`src/sv/mrq_pkg.sv`:
```
`default_nettype none

package mrq_pkg;

    // Fixed widths of the item fields
    localparam int unsigned OP_W      = 2;
    localparam int unsigned MSG_PORT_W = 32;
    localparam int unsigned STATUS_W  = 2;
    localparam int unsigned LEVEL_W   = 5;
    localparam int unsigned CAP_W     = 5;

    // Defaults for the top-level parameters
    localparam int unsigned DEPTH_DEFAULT     = 16;
    localparam int unsigned MSG_WIDTH_DEFAULT = 32;

    // Capacity after reset
    localparam logic [CAP_W-1:0] CAP_RESET = 5'd16;

    typedef enum logic [OP_W-1:0] {
        OP_POST  = 2'd0,
        OP_TAKE  = 2'd1,
        OP_FLUSH = 2'd2
    } op_t;

    typedef enum logic [STATUS_W-1:0] {
        STATUS_OK    = 2'd0,
        STATUS_EMPTY = 2'd1,
        STATUS_FULL  = 2'd2
    } status_t;

    typedef enum logic [1:0] {
        ST_IDLE = 2'b01,
        ST_READ = 2'b10
    } state_t;

endpackage

`default_nettype wire

```
`src/sv/mrq_if.sv`:
```
`default_nettype none

interface mrq_in_if
    import mrq_pkg::*;
();
    logic                  valid;
    logic                  ready;
    logic [OP_W-1:0]       op;
    logic [MSG_PORT_W-1:0] msg_in;
    logic                  to_front;
    logic                  waiter_present;

    modport source (output valid, op, msg_in, to_front, waiter_present, input ready);
    modport sink   (input valid, op, msg_in, to_front, waiter_present, output ready);
endinterface

interface mrq_out_if
    import mrq_pkg::*;
();
    logic                  valid;
    logic                  ready;
    logic [STATUS_W-1:0]   status;
    logic [MSG_PORT_W-1:0] msg_out;
    logic                  handed_over;
    logic [LEVEL_W-1:0]    fill_level;

    modport source (output valid, status, msg_out, handed_over, fill_level, input ready);
    modport sink   (input valid, status, msg_out, handed_over, fill_level, output ready);
endinterface

`default_nettype wire

```
`src/sv/mrq_ram.sv`:
```
`default_nettype none

// Simple dual-port RAM, one write and one registered read port
module mrq_ram #(
    parameter int unsigned WIDTH = 32,
    parameter int unsigned DEPTH = 16
) (
    input  wire logic                     clk,
    input  wire logic                     we,
    input  wire logic [$clog2(DEPTH)-1:0] waddr,
    input  wire logic [WIDTH-1:0]         wdata,
    input  wire logic                     re,
    input  wire logic [$clog2(DEPTH)-1:0] raddr,
    output logic      [WIDTH-1:0]         rdata
);

    logic [WIDTH-1:0] mem [DEPTH];

    always_ff @(posedge clk)
    begin
        if (we)
        begin
            mem[waddr] <= wdata;
        end
        if (re)
        begin
            rdata <= mem[raddr];
        end
    end

endmodule

`default_nettype wire

```
`src/sv/mailbox_ring_queue.sv`:
```
`default_nettype none

// Mailbox ring queue. Each input item is one operation: post (op 0), take
// (op 1) or flush (op 2); each gives exactly one result item carrying status,
// the message taken or handed over, a handed-over flag and the fill level
// after the operation. Messages live in a synchronous RAM of DEPTH words;
// head, tail and fill count live in flops. A post, a handover, a flush or a
// refused/empty operation goes straight to the output register, so such items
// can be taken every cycle while results are accepted. A take that finds a
// message builds its result from registered RAM data in the read state. The
// capacity register (1 to DEPTH, 0 acts as 1) sets the wrap point of both
// indices; write it only while the block is idle. Slot contents are not
// cleared at reset, so there is no clearing pass after reset. A new item is
// let in on the same edge as the previous result leaves the output register;
// while a result waits unaccepted, the input is held off.
module mailbox_ring_queue
    import mrq_pkg::*;
#(
    parameter int unsigned DEPTH     = DEPTH_DEFAULT,
    parameter int unsigned MSG_WIDTH = MSG_WIDTH_DEFAULT
) (
    input  wire logic             clk,
    input  wire logic             rst_n,
    mrq_in_if.sink                in_ch,
    mrq_out_if.source             out_ch,
    input  wire logic             cfg_we,
    input  wire logic [CAP_W-1:0] cfg_wdata
);

    localparam int unsigned IW = $clog2(DEPTH);
    // wide enough for index + 1 and for the capacity register
    localparam int unsigned CW = (IW + 1 > CAP_W) ? IW + 1 : CAP_W;

    // Control and index state
    state_t              state_reg, state_next;
    logic [CAP_W-1:0]    cap_reg;
    logic [LEVEL_W-1:0]  held_reg, held_next;
    logic [IW-1:0]       head_reg, head_next;
    logic [IW-1:0]       tail_reg, tail_next;

    // Output register
    logic                  out_valid_reg, out_valid_next;
    status_t               out_status_reg, out_status_next;
    logic [MSG_PORT_W-1:0] out_msg_reg, out_msg_next;
    logic                  out_handed_reg, out_handed_next;
    logic [LEVEL_W-1:0]    out_fill_reg, out_fill_next;

    // RAM port
    logic                 ram_we;
    logic [IW-1:0]        ram_waddr;
    logic                 ram_re;
    logic [MSG_WIDTH-1:0] ram_rdata;

    logic                 in_acc;
    logic                 out_free;
    logic [CW-1:0]        eff_cap;
    logic [MSG_WIDTH-1:0] msg_cut;

    // Index step forward: wraps to 0 at or beyond capacity
    function automatic logic [IW-1:0] idx_inc(input logic [IW-1:0] idx,
                                              input logic [CW-1:0] cap);
        logic [CW-1:0] n;
        begin
            n = CW'(idx) + CW'(1);
            idx_inc = (n >= cap) ? '0 : IW'(n);
        end
    endfunction

    // Index step back: from 0 to capacity - 1
    function automatic logic [IW-1:0] idx_dec(input logic [IW-1:0] idx,
                                              input logic [CW-1:0] cap);
        begin
            idx_dec = (idx == '0) ? IW'(cap - CW'(1)) : idx - IW'(1);
        end
    endfunction

    // Effective capacity: clamped to 1..DEPTH
    always_comb
    begin
        if (cap_reg == '0)
        begin
            eff_cap = CW'(1);
        end
        else if (32'(cap_reg) > 32'(DEPTH))
        begin
            eff_cap = CW'(DEPTH);
        end
        else
        begin
            eff_cap = CW'(cap_reg);
        end
    end

    assign msg_cut  = MSG_WIDTH'(in_ch.msg_in);
    assign out_free = !out_valid_reg || out_ch.ready;
    assign in_ch.ready = (state_reg == ST_IDLE) && out_free;
    assign in_acc   = in_ch.valid && in_ch.ready;

    always_comb
    begin
        state_next      = state_reg;
        held_next       = held_reg;
        head_next       = head_reg;
        tail_next       = tail_reg;
        out_valid_next  = out_valid_reg && !out_ch.ready;
        out_status_next = out_status_reg;
        out_msg_next    = out_msg_reg;
        out_handed_next = out_handed_reg;
        out_fill_next   = out_fill_reg;
        ram_we          = 1'b0;
        ram_waddr       = tail_reg;
        ram_re          = 1'b0;

        if (state_reg == ST_READ)
        begin
            // RAM data for the take is here; held/head were updated at accept
            out_valid_next  = 1'b1;
            out_status_next = STATUS_OK;
            out_msg_next    = MSG_PORT_W'(ram_rdata);
            out_handed_next = 1'b0;
            out_fill_next   = held_reg;
            state_next      = ST_IDLE;
        end
        else if (in_acc)
        begin
            out_status_next = STATUS_OK;
            out_msg_next    = '0;
            out_handed_next = 1'b0;
            out_valid_next  = 1'b1;
            case (op_t'(in_ch.op))
                OP_POST:
                begin
                    if (in_ch.waiter_present)
                    begin
                        // direct handover, ring untouched
                        out_msg_next    = MSG_PORT_W'(msg_cut);
                        out_handed_next = 1'b1;
                    end
                    else if (CW'(held_reg) >= eff_cap)
                    begin
                        out_status_next = STATUS_FULL;
                    end
                    else
                    begin
                        ram_we = 1'b1;
                        if (in_ch.to_front)
                        begin
                            head_next = idx_dec(head_reg, eff_cap);
                            ram_waddr = head_next;
                        end
                        else
                        begin
                            ram_waddr = tail_reg;
                            tail_next = idx_inc(tail_reg, eff_cap);
                        end
                        held_next = held_reg + LEVEL_W'(1);
                    end
                end
                OP_TAKE:
                begin
                    if (held_reg != '0)
                    begin
                        ram_re         = 1'b1;
                        held_next      = held_reg - LEVEL_W'(1);
                        head_next      = idx_inc(head_reg, eff_cap);
                        out_valid_next = 1'b0;
                        state_next     = ST_READ;
                    end
                    else
                    begin
                        out_status_next = STATUS_EMPTY;
                    end
                end
                OP_FLUSH:
                begin
                    if (!in_ch.waiter_present)
                    begin
                        held_next = '0;
                        head_next = '0;
                        tail_next = '0;
                    end
                end
                default:
                begin
                    // unused code: no change, plain ok result
                end
            endcase
            out_fill_next = held_next;
        end
    end

    always_ff @(posedge clk or negedge rst_n)
    begin
        if (!rst_n)
        begin
            state_reg     <= ST_IDLE;
            cap_reg       <= CAP_RESET;
            held_reg      <= '0;
            head_reg      <= '0;
            tail_reg      <= '0;
            out_valid_reg <= 1'b0;
        end
        else
        begin
            state_reg     <= state_next;
            held_reg      <= held_next;
            head_reg      <= head_next;
            tail_reg      <= tail_next;
            out_valid_reg <= out_valid_next;
            if (cfg_we)
            begin
                cap_reg <= cfg_wdata;
            end
        end
    end

    // Payload, no reset
    always_ff @(posedge clk)
    begin
        out_status_reg <= out_status_next;
        out_msg_reg    <= out_msg_next;
        out_handed_reg <= out_handed_next;
        out_fill_reg   <= out_fill_next;
    end

    mrq_ram #(
        .WIDTH (MSG_WIDTH),
        .DEPTH (DEPTH)
    ) u_slots (
        .clk   (clk),
        .we    (ram_we),
        .waddr (ram_waddr),
        .wdata (msg_cut),
        .re    (ram_re),
        .raddr (head_reg),
        .rdata (ram_rdata)
    );

    assign out_ch.valid       = out_valid_reg;
    assign out_ch.status      = out_status_reg;
    assign out_ch.msg_out     = out_msg_reg;
    assign out_ch.handed_over = out_handed_reg;
    assign out_ch.fill_level  = out_fill_reg;

    // Fill count never passes the RAM size
    a_held_bound: assert property (@(posedge clk) disable iff (!rst_n)
        32'(held_reg) <= 32'(DEPTH))
        else $error("fill count above ring depth");

    // The read wait state only starts with the output register free
    a_read_out_free: assert property (@(posedge clk) disable iff (!rst_n)
        (state_reg == ST_READ) |-> !out_valid_reg)
        else $error("take result would overwrite a pending item");

    // After the read wait state a take returns to idle and delivers its result
    a_read_one_cycle: assert property (@(posedge clk) disable iff (!rst_n)
        (state_reg == ST_READ) |=> (state_reg == ST_IDLE) && out_valid_reg)
        else $error("take result not delivered after RAM read");

    // No item is taken while the take result is being built
    a_no_accept_in_read: assert property (@(posedge clk) disable iff (!rst_n)
        (state_reg == ST_READ) |-> !in_ch.ready)
        else $error("input accepted during RAM read wait");

endmodule

`default_nettype wire

```
`src/flat_wrapper.sv`:
```
// flat-port wrapper written by rule: the top's interface ports become plain ports
module mailbox_ring_queue_flat import mrq_pkg::*;
#(
    parameter int unsigned DEPTH     = DEPTH_DEFAULT,
    parameter int unsigned MSG_WIDTH = MSG_WIDTH_DEFAULT
)
  (clk, rst_n, cfg_we, cfg_wdata, in_ch_valid, in_ch_op, in_ch_msg_in, in_ch_to_front, in_ch_waiter_present, in_ch_ready, out_ch_valid, out_ch_status, out_ch_msg_out, out_ch_handed_over, out_ch_fill_level, out_ch_ready);
  mrq_in_if in_ch_i ();
  mrq_out_if out_ch_i ();
  input  wire logic clk;
  input  wire logic rst_n;
  input  wire logic cfg_we;
  input  wire logic [CAP_W-1:0] cfg_wdata;
  input wire logic [$bits(in_ch_i.valid)-1:0] in_ch_valid;
  input wire logic [$bits(in_ch_i.op)-1:0] in_ch_op;
  input wire logic [$bits(in_ch_i.msg_in)-1:0] in_ch_msg_in;
  input wire logic [$bits(in_ch_i.to_front)-1:0] in_ch_to_front;
  input wire logic [$bits(in_ch_i.waiter_present)-1:0] in_ch_waiter_present;
  output wire logic [$bits(in_ch_i.ready)-1:0] in_ch_ready;
  output wire logic [$bits(out_ch_i.valid)-1:0] out_ch_valid;
  output wire logic [$bits(out_ch_i.status)-1:0] out_ch_status;
  output wire logic [$bits(out_ch_i.msg_out)-1:0] out_ch_msg_out;
  output wire logic [$bits(out_ch_i.handed_over)-1:0] out_ch_handed_over;
  output wire logic [$bits(out_ch_i.fill_level)-1:0] out_ch_fill_level;
  input wire logic [$bits(out_ch_i.ready)-1:0] out_ch_ready;
  assign in_ch_i.valid = in_ch_valid;
  assign in_ch_i.op = in_ch_op;
  assign in_ch_i.msg_in = in_ch_msg_in;
  assign in_ch_i.to_front = in_ch_to_front;
  assign in_ch_i.waiter_present = in_ch_waiter_present;
  assign in_ch_ready = in_ch_i.ready;
  assign out_ch_valid = out_ch_i.valid;
  assign out_ch_status = out_ch_i.status;
  assign out_ch_msg_out = out_ch_i.msg_out;
  assign out_ch_handed_over = out_ch_i.handed_over;
  assign out_ch_fill_level = out_ch_i.fill_level;
  assign out_ch_i.ready = out_ch_ready;
  mailbox_ring_queue #(.DEPTH(DEPTH), .MSG_WIDTH(MSG_WIDTH)) u_core (.clk(clk), .rst_n(rst_n), .in_ch(in_ch_i), .out_ch(out_ch_i), .cfg_we(cfg_we), .cfg_wdata(cfg_wdata));
endmodule
```
`config.mk`:
```
export PLATFORM = sky130hd
export DESIGN_NAME = mailbox_ring_queue_flat
export DESIGN_NICKNAME = d
export VERILOG_FILES = /design/src/sv/mrq_pkg.sv /design/src/sv/mrq_if.sv /design/src/sv/mrq_ram.sv /design/src/sv/mailbox_ring_queue.sv /design/src/flat_wrapper.sv
export SDC_FILE = /design/constraint.sdc
export NUM_CORES = 1
export LEC_CHECK = 0
export ABC_AREA = 1
export BUFFER_PORTS_ARGS = -buffer_cell sky130_fd_sc_hd__buf_2
export CELL_PAD_IN_SITES_DETAIL_PLACEMENT = 1
export CELL_PAD_IN_SITES_GLOBAL_PLACEMENT = 1
export CORE_MARGIN = 2
export CORE_UTILIZATION = 50
export CTS_CLUSTER_DIAMETER = 150
export CTS_CLUSTER_SIZE = 24
export DETAILED_ROUTE_END_ITERATION = 8
export GPL_ROUTABILITY_DRIVEN = 0
export PLACE_DENSITY = 0.82
export SYNTH_ARGS = -nofsm -noshare
export SYNTH_HDL_FRONTEND = slang
export SYNTH_HIERARCHICAL = 1
export SYNTH_SLANG_ARGS = --single-unit
```
`constraint.sdc`:
```
create_clock -name clk -period 4.5 [get_ports clk]
set_clock_uncertainty 0.05 [all_clocks]
set_input_delay 0.9 -clock clk [delete_from_list [all_inputs] [get_ports clk]]
set_output_delay 0.9 -clock clk [all_outputs]
set_load 0.1 [all_outputs]
```
==> results of run 1 <==
==> power groups by stage <==
stage / clock network, uW / registers (uW) / logic, uW
floorplan: 0 / 7740 / 3680
global placement: 0 / 6830 / 6110
detailed placement: 0 / 6840 / 6430
CTS: 3030 / 6720 / 6480
global route: 3190 / 6750 / 7000
finish: 2970 / 6720 / 6520
==> metrics by stage <==
| step | TNS, ns | power (uW) | hold WS (ns) |
|---|---|---|---|
| after floorplan | -16.39 | 11400 | 0.431 |
| after global placement | 0 | 12900 | 0.436 |
| after detailed placement | 0 | 13300 | 0.460 |
| after CTS | 0 | 16200 | 0.199 |
| after global routing | 0 | 16900 | 0.228 |
| final | 0 | 16200 | 0.211 |
==> worst max-delay path by stage <==
stage	start	end	slack, ns	cells past startpoint
6_report	u_core/cap_reg[4]	u_core/u_slots/mem[3][7]	0.38	15
5_1_grt	u_core/cap_reg[4]	u_core/u_slots/mem[14][7]	0.20	15
4_1_cts	u_core/cap_reg[4]	u_core/u_slots/mem[3][7]	0.42	16
3_5_place_dp	u_core/cap_reg[4]	u_core/u_slots/mem[3][7]	0.49	16
3_3_place_gp	u_core/cap_reg[4]	u_core/u_slots/mem[3][7]	0.68	16
2_1_floorplan	out_ch_ready	u_core/u_slots/mem[4][0]	-0.05	9
==> metal layers <==
layer,up-vias,wire length (um),track usage (%)
met4,2,2600,10.0
met1,9624,31300,35.8
met2,697,38900,48.8
li1,8493,-,-
met3,156,5000,3.51
met5,-,18,0
==> layout by cell type (no fill, tap or decap), drive strengths merged <==
cell type / synthesis / layout
edfxtp: 581 / 581
nor3: 4 / 4
dfrtp: 19 / 19
a31o: 1 / 1
o21a: 2 / 2
dfstp: 2 / 2
dfxtp: 3 / 3
o211ai: 1 / 1
nand2: 847 / 847
o31ai: 1 / 1
a31oi: 1 / 1
xor2: 6 / 6
buf: 96 / 128
clkbuf: 22 / 52
inv: 434 / 436
clkinv: 2 / 2
nand3b: 3 / 3
o21bai: 1 / 1
nand4: 12 / 12
nand2b: 1 / 1
a21oi: 12 / 12
o41ai: 1 / 1
nor4: 1 / 1
xnor2: 1 / 1
nor2: 44 / 44
mux2: 4 / 4
o21ai: 50 / 50
ha: 25 / 25
nand3: 416 / 416
==> area by class of cell <==
cell class,count,area (sq um)
fill,5812,24600
clock inverter,2,28.8
multi-input combinational,1434,6620
inverter,436,1650
timing repair buffer,128,906
clock buffer,52,812
tap,696,871
sequential,605,18000
==> kinds of logic (layout without fill, tap and decap cells) <==
family          count (synthesis)  after routing  share of synthesized area, %
compound gates                 70             70                          1.45
xor+xnor                        7              7                         0.228
fa+ha+maj                      25             25                          1.16
buf+inv                       554            618                          8.91
flops                         605            605                          67.0
mux                             4              4                         0.167
simple gates                 1328           1328                          21.1
==> run summary, run 1 <==
run status: completed
CP max FO: 20
synth warn: 6
FMAX: 0.243 GHz
Most used DFF post-synth: edfxtp_1
Rows: 85
most common cell in the netlist: nand2_1
PD cells: 560 nW/um^2
Worst VDD drop: 0.000542 V
dpl cells: 3299
Period Utilization, post-route: 91.5%
#FFs+latches synth: 605
Core Footprint: 53500 sq um
R2R setup slack: 0.38 ns
RSZ-0062 raised after global routing: no
Total Routing Usage GR: 27.9%
1st-iter DRT viols: 1709
CP required: 4.76 ns
post-CTS sizing: 0
# hold bufs at CTS: 0
reg2reg path depth: 15
largest net degree at the start of global routing: 193
antenna viol nets, final: 0
Slew HR: 29.2%
Boundary Pins: 88
worst reg2reg endpoint: u_core/u_slots/mem[3][7]
Clock Pin Slew Worst Setup and Hold Paths: 0.11 ns
Worst-Skew Late Latency: 0.61 ns
mapped cell area: 26900 sq um
CTS tree: done
# diodes: 0
vias in the first global route: 20520
number of synthesized flops with an enable pin: 581
asr flop ratio synth: 3.47%
number of buffers created by CTS: 29
minimum clock period: 4.12 ns
initial antenna violation count: 3
max-slew violation count: 0
clock power share: 18.3%
ranking of synthesized cells by area: edfxtp_1 65%, nand2_1 12%, nand3_1 7.7%
Hold Vio Cnt, Final: 0
max cap viols: 0
top post-synthesis cells by count: 840 x nand2_1, 581 x edfxtp_1, 428 x inv_1
IO Port Bufs: 87
leakage: 0.0122 uW
syn nets: 2664
combinational power share: 40.2%
power share of the sequential group: 41.5%
DR vias: 18972
die width: 236 um
Initial Util: 50.3%
Detailed Routing Iterations Pass 1: 5
number of nets in the layout: 2705
Setup WS pre-CTS: 0.492 ns
final instance area: 28900 sq um
switching part of the total power: 42.5%
CP dominant cell by count: nand2_1
Die H: 236 um
worst stage delay on the critical path: 0.56 ns
Yosys cell types: 46
Synth Instances: 2593
Worst Path Class, Setup: reg2reg
placed inst area: 28100 sq um
Worst-Margin Slew: 1.06 ns
Worst setup SP type: flip-flop
first-pass GRT wire length: 118 mm
register bank with the most flops: u_core/u_slots/mem
htree depth: 1
CP Buf/Inv Count: 3
grt ovf: 0
RR Startpoint: u_core/cap_reg[4]
via density per instance: 5.66
Finished Core Util: 54.1%
Largest delay share family, worst path: simple AND/OR/NAND/NOR gates
Yosys top cell by area: edfxtp_1
Int Pwr: 9310 uW
CTS Root Buffer Type: clkbuf_16
max FFs per register: 512
setup ws final: 0.381 ns
clock tree sinks: 605
Synth top area share: 64.8%
Worst Hold Class: in2async
area grow syn2layout: 7.46%
post-CTS setup buffer count: 0
final WL: 77.9 mm
Routed wire per std cell: 23.2 um
syn_area_per_cell: 10.4 sq um
CP cell instances: inv_1 > nand2_1 > ha_1 > nand2_1 > inv_1 > nand2_2 > nand2_2 > nor2_4 > nand2_4 > nor3_4 > nand3_2 > o21ai_1 > nand2_1 > nor2_4 > buf_12
drc violations: 0
critical path arrival: 4.38 ns
Psw: 6890 uW
Final setup viols: 0
Post-DP HPWL: 49.3 mm
share of cells above drive strength 1: 8.17%
die area: 55700 sq um
Seq/Total Area, Yosys: 67.0%
CTS Buffer Depth: 3
Cell Count, Final, Fillers Out: 3353
slowest library cell on the worst path: dfstp_2
element type at the critical path end: flip-flop
Power figures use the tool's default switching activity.
==> run 2: changes to the inputs <==
--- a/config.mk
+++ b/config.mk
@@ -10,13 +10,12 @@
 export CELL_PAD_IN_SITES_DETAIL_PLACEMENT = 1
 export CELL_PAD_IN_SITES_GLOBAL_PLACEMENT = 1
 export CORE_MARGIN = 2
-export CORE_UTILIZATION = 50
+export CORE_UTILIZATION = 51
 export CTS_CLUSTER_DIAMETER = 150
 export CTS_CLUSTER_SIZE = 24
 export DETAILED_ROUTE_END_ITERATION = 8
 export GPL_ROUTABILITY_DRIVEN = 0
-export PLACE_DENSITY = 0.82
+export PLACE_DENSITY = 0.81
 export SYNTH_ARGS = -nofsm -noshare
 export SYNTH_HDL_FRONTEND = slang
-export SYNTH_HIERARCHICAL = 1
 export SYNTH_SLANG_ARGS = --single-unit
==> run summary, run 2 <==
RSZ-0062 raised after global routing: no
final WL: 68.9 mm (-12%)
Rows: 80 (-5.9%)
via density per instance: 6.31 (+12%)
top post-synthesis cells by count: 581 x edfxtp_1, 299 x nor2_1, 270 x o21ai_0
IO Port Bufs: 87 (unchanged)
Slew HR: 21.9% (-7.3 points)
CTS Buffer Depth: 3 (unchanged)
largest net degree at the start of global routing: 261 (+35%)
worst stage delay on the critical path: 0.63 ns (+0.07 ns)
Total Routing Usage GR: 27.7% (-0.21 points)
CP required: 4.76 ns (about the same)
Int Pwr: 9070 uW (-2.6%)
asr flop ratio synth: 3.47% (unchanged)
Final setup viols: 0 (unchanged)
vias in the first global route: 16725 (-18%)
mux contribution to synthesized area: 0.0460% (-0.12 points)
combinational power share: 37.7% (-2.5 points)
initial antenna violation count: 0 (-3)
Worst Hold Class: in2async
slowest library cell on the worst path: nor2_4
#FFs+latches synth: 605 (unchanged)
critical path arrival: 4.12 ns (-0.26 ns)
Worst-Margin Slew: 1.17 ns (+0.113 ns)
# diodes: 0 (unchanged)
Most used DFF post-synth: edfxtp_1
Yosys cell types: 39 (-15%)
syn_area_per_cell: 13.0 sq um (+25%)
DR vias: 16061 (-15%)
switching part of the total power: 41.2% (-1.3 points)
1st-iter DRT viols: 2066 (+21%)
htree depth: 1 (unchanged)
element type at the critical path end: flip-flop
Simple-Gate Fraction of Synth Area: 10.1% (-11 points)
leakage: 0.00889 uW (-27%)
Synth top area share: 71.2% (+6.4 points)
Die H: 223 um (-5.5%)
setup ws final: 0.641 ns (+0.260 ns)
Compound-Gate Fraction of Synth Area: 11.8% (+10 points)
max FFs per register: 512 (unchanged)
clock tree sinks: 605 (unchanged)
Finished Core Util: 55.7% (+1.7 points)
PD cells: 582 nW/um^2 (+3.8%)
Cell Count, Final, Fillers Out: 2544 (-24%)
area grow syn2layout: 8.23%
Worst setup SP type: flip-flop
layout filler cell count: 4695 (-19%)
run status: completed
clock power share: 18.8% (+0.5 points)
drc violations: 0 (unchanged)
sequential cell area: 18000 sq um (about the same)
Initial Util: 51.5% (+1.2 points)
Worst Path Class, Setup: reg2reg
number of buffers created by CTS: 29 (unchanged)
dpl cells: 2503 (-24%)
Routed wire per std cell: 27.1 um (+17%)
Core Footprint: 47500 sq um (-11%)
CTS tree: done
ranking of synthesized cells by area: edfxtp_1 71%, o21ai_0 5.5%, nor2_1 4.6%
Multi-input gate area: 5890 sq um (-11%)
commonest cells after routing, fill and taps aside: 581 x edfxtp_1, 282 x nor2_1, 270 x o21ai_0
Adder-Cell Fraction of Synth Area: 1.33% (+0.17 points)
grt ovf: 0 (unchanged)
max-slew violation count: 0 (unchanged)
CP dominant cell by count: nand2_1
setup TNS: 0 ns (unchanged)
antenna viol nets, final: 0 (unchanged)
number of synthesized flops with an enable pin: 581 (unchanged)
Detailed Routing Iterations Pass 1: 6 (+1)
Boundary Pins: 88 (unchanged)
number of nets in the layout: 1991 (-26%)
max cap viols: 0 (unchanged)
most common cell in the netlist: edfxtp_1
Clock Pin Slew Worst Setup and Hold Paths: 0.11 ns (about the same)
minimum clock period: 3.86 ns (-0.260 ns)
CTS Root Buffer Type: clkbuf_16
CP max FO: 17 (-15%)
first-pass GRT wire length: 104 mm (-12%)
die width: 223 um (-5.5%)
FMAX: 0.259 GHz (+6.7%)
share of cells above drive strength 1: 10.6% (+2.5 points)
Post-DP HPWL: 41.9 mm (-15%)
syn nets: 1959 (-26%)
main combinational cell family by area after synthesis: compound AO/OA/AOI/OAI gates
commonest non-fill, non-tap cell in the layout: edfxtp_1
CP cell instances: inv_2 > nand4_1 > o21ai_0 > ha_1 > inv_1 > nand2_1 > nand2_1 > nor2_1 > nor2_4 > nand3_2 > clkinv_1 > nand2_1 > a21oi_1 > nand2_1 > nor2_4 > buf_12
XOR/XNOR share of the synthesized area: 0.317% (+0.089 points)
Setup WS pre-CTS: 0.646 ns (+0.155 ns)
Synth Instances: 1887 (-27%)
power share of the sequential group: 43.5% (+2.0 points)
Period Utilization, post-route: 85.8% (-5.8 points)
Psw: 6350 uW (-7.8%)
Worst VDD drop: 0.000498 V (-8.1%)
Yosys top cell by area: edfxtp_1
register bank with the most flops: u_core.u_slots.mem
synth warn: 0 (-6)
die area: 49800 sq um (-11%)
Seq/Total Area, Yosys: 73.6% (+6.6 points)
Hold Vio Cnt, Final: 0 (unchanged)
mapped cell area: 24500 sq um (-9.0%)
post-CTS sizing: 0 (unchanged)
post-CTS setup buffer count: 0 (unchanged)
# hold bufs at CTS: 0 (unchanged)
Worst-Skew Late Latency: 0.62 ns (about the same)
[run 2: logic make-up (layout without fill, tap and decap cells)]
| group | count (synthesis) | count (layout) |
|---|---|---|
| flip-flops | 605 | 605 |
| AND/OR/NAND/NOR | 601 | 601 |
| AO/OA/AOI/OAI | 472 | 472 |
| buffers and inverters | 174 | 216 |
| adder cells (fa/ha/maj) | 26 | 26 |
| XOR/XNOR | 8 | 8 |
| multiplexers | 1 | 1 |
[run 2: metal layers]
layer | track usage (%) | share of wire [%]
met1 | 37.5 | 41
met2 | 47.0 | 49
met3 | 2.86 | 6.1
met4 | 9.98 | 3.6
met5 | 0 | 0
[run 2: power by group through the flow]
| stage | registers [uW] | clock network [uW] | logic, uW |
|---|---|---|---|
| 2_1_floorplan | 7740 | 0 | 3020 |
| 3_3_place_gp | 6820 | 0 | 5500 |
| 3_5_place_dp | 6830 | 0 | 5750 |
| 4_1_cts | 6700 | 2930 | 5800 |
| 5_1_grt | 6730 | 3090 | 6250 |
| 6_report | 6700 | 2900 | 5820 |
[run 2: final cells by class]
cell class	instances	share of cell area, %
sequential	605	68.1
multi-input combinational	1108	22.2
timing repair buffer	120	3.00
tap	615	2.90
clock buffer	40	2.89
inverter	55	0.812
clock inverter	1	0.0755
[run 2: final timing paths]
check / start / endpoint / slack (ns) / depth (start not counted)
max reg2reg: u_core.cap_reg[4] / u_core.u_slots.mem[12][2] / 0.64 / 16
min: rst_n / u_core.held_reg[2] / 0.20 / 1
min in group clk: cfg_wdata[3] / u_core.cap_reg[3] / 0.46 / 3
max in group asynchronous: rst_n / u_core.head_reg[1] / 3.75 / 1
min reg2reg: u_core.out_ch.handed_over / u_core.out_ch.handed_over / 0.48 / 2
max: u_core.cap_reg[4] / u_core.u_slots.mem[12][2] / 0.64 / 16
[run 2: metrics by stage]
stage,hold WS [ns],area [sq um],total power [uW]
floorplan,0.444,24500,10800
global placement,0.450,25700,12300
detailed placement,0.447,25700,12600
CTS,0.197,26500,15400
global route,0.216,26500,16100
finish,0.204,26500,15400
[run 2: worst max-delay path: cells and delay by family, from the launching register on]
kind / cells / cell delay, ns
flip-flops: 1 / 0.57
AND/OR/NAND/NOR: 9 / 1.63
adder cells (fa/ha/maj): 1 / 0.37
AO/OA/AOI/OAI: 2 / 0.43
buffers and inverters: 4 / 0.48
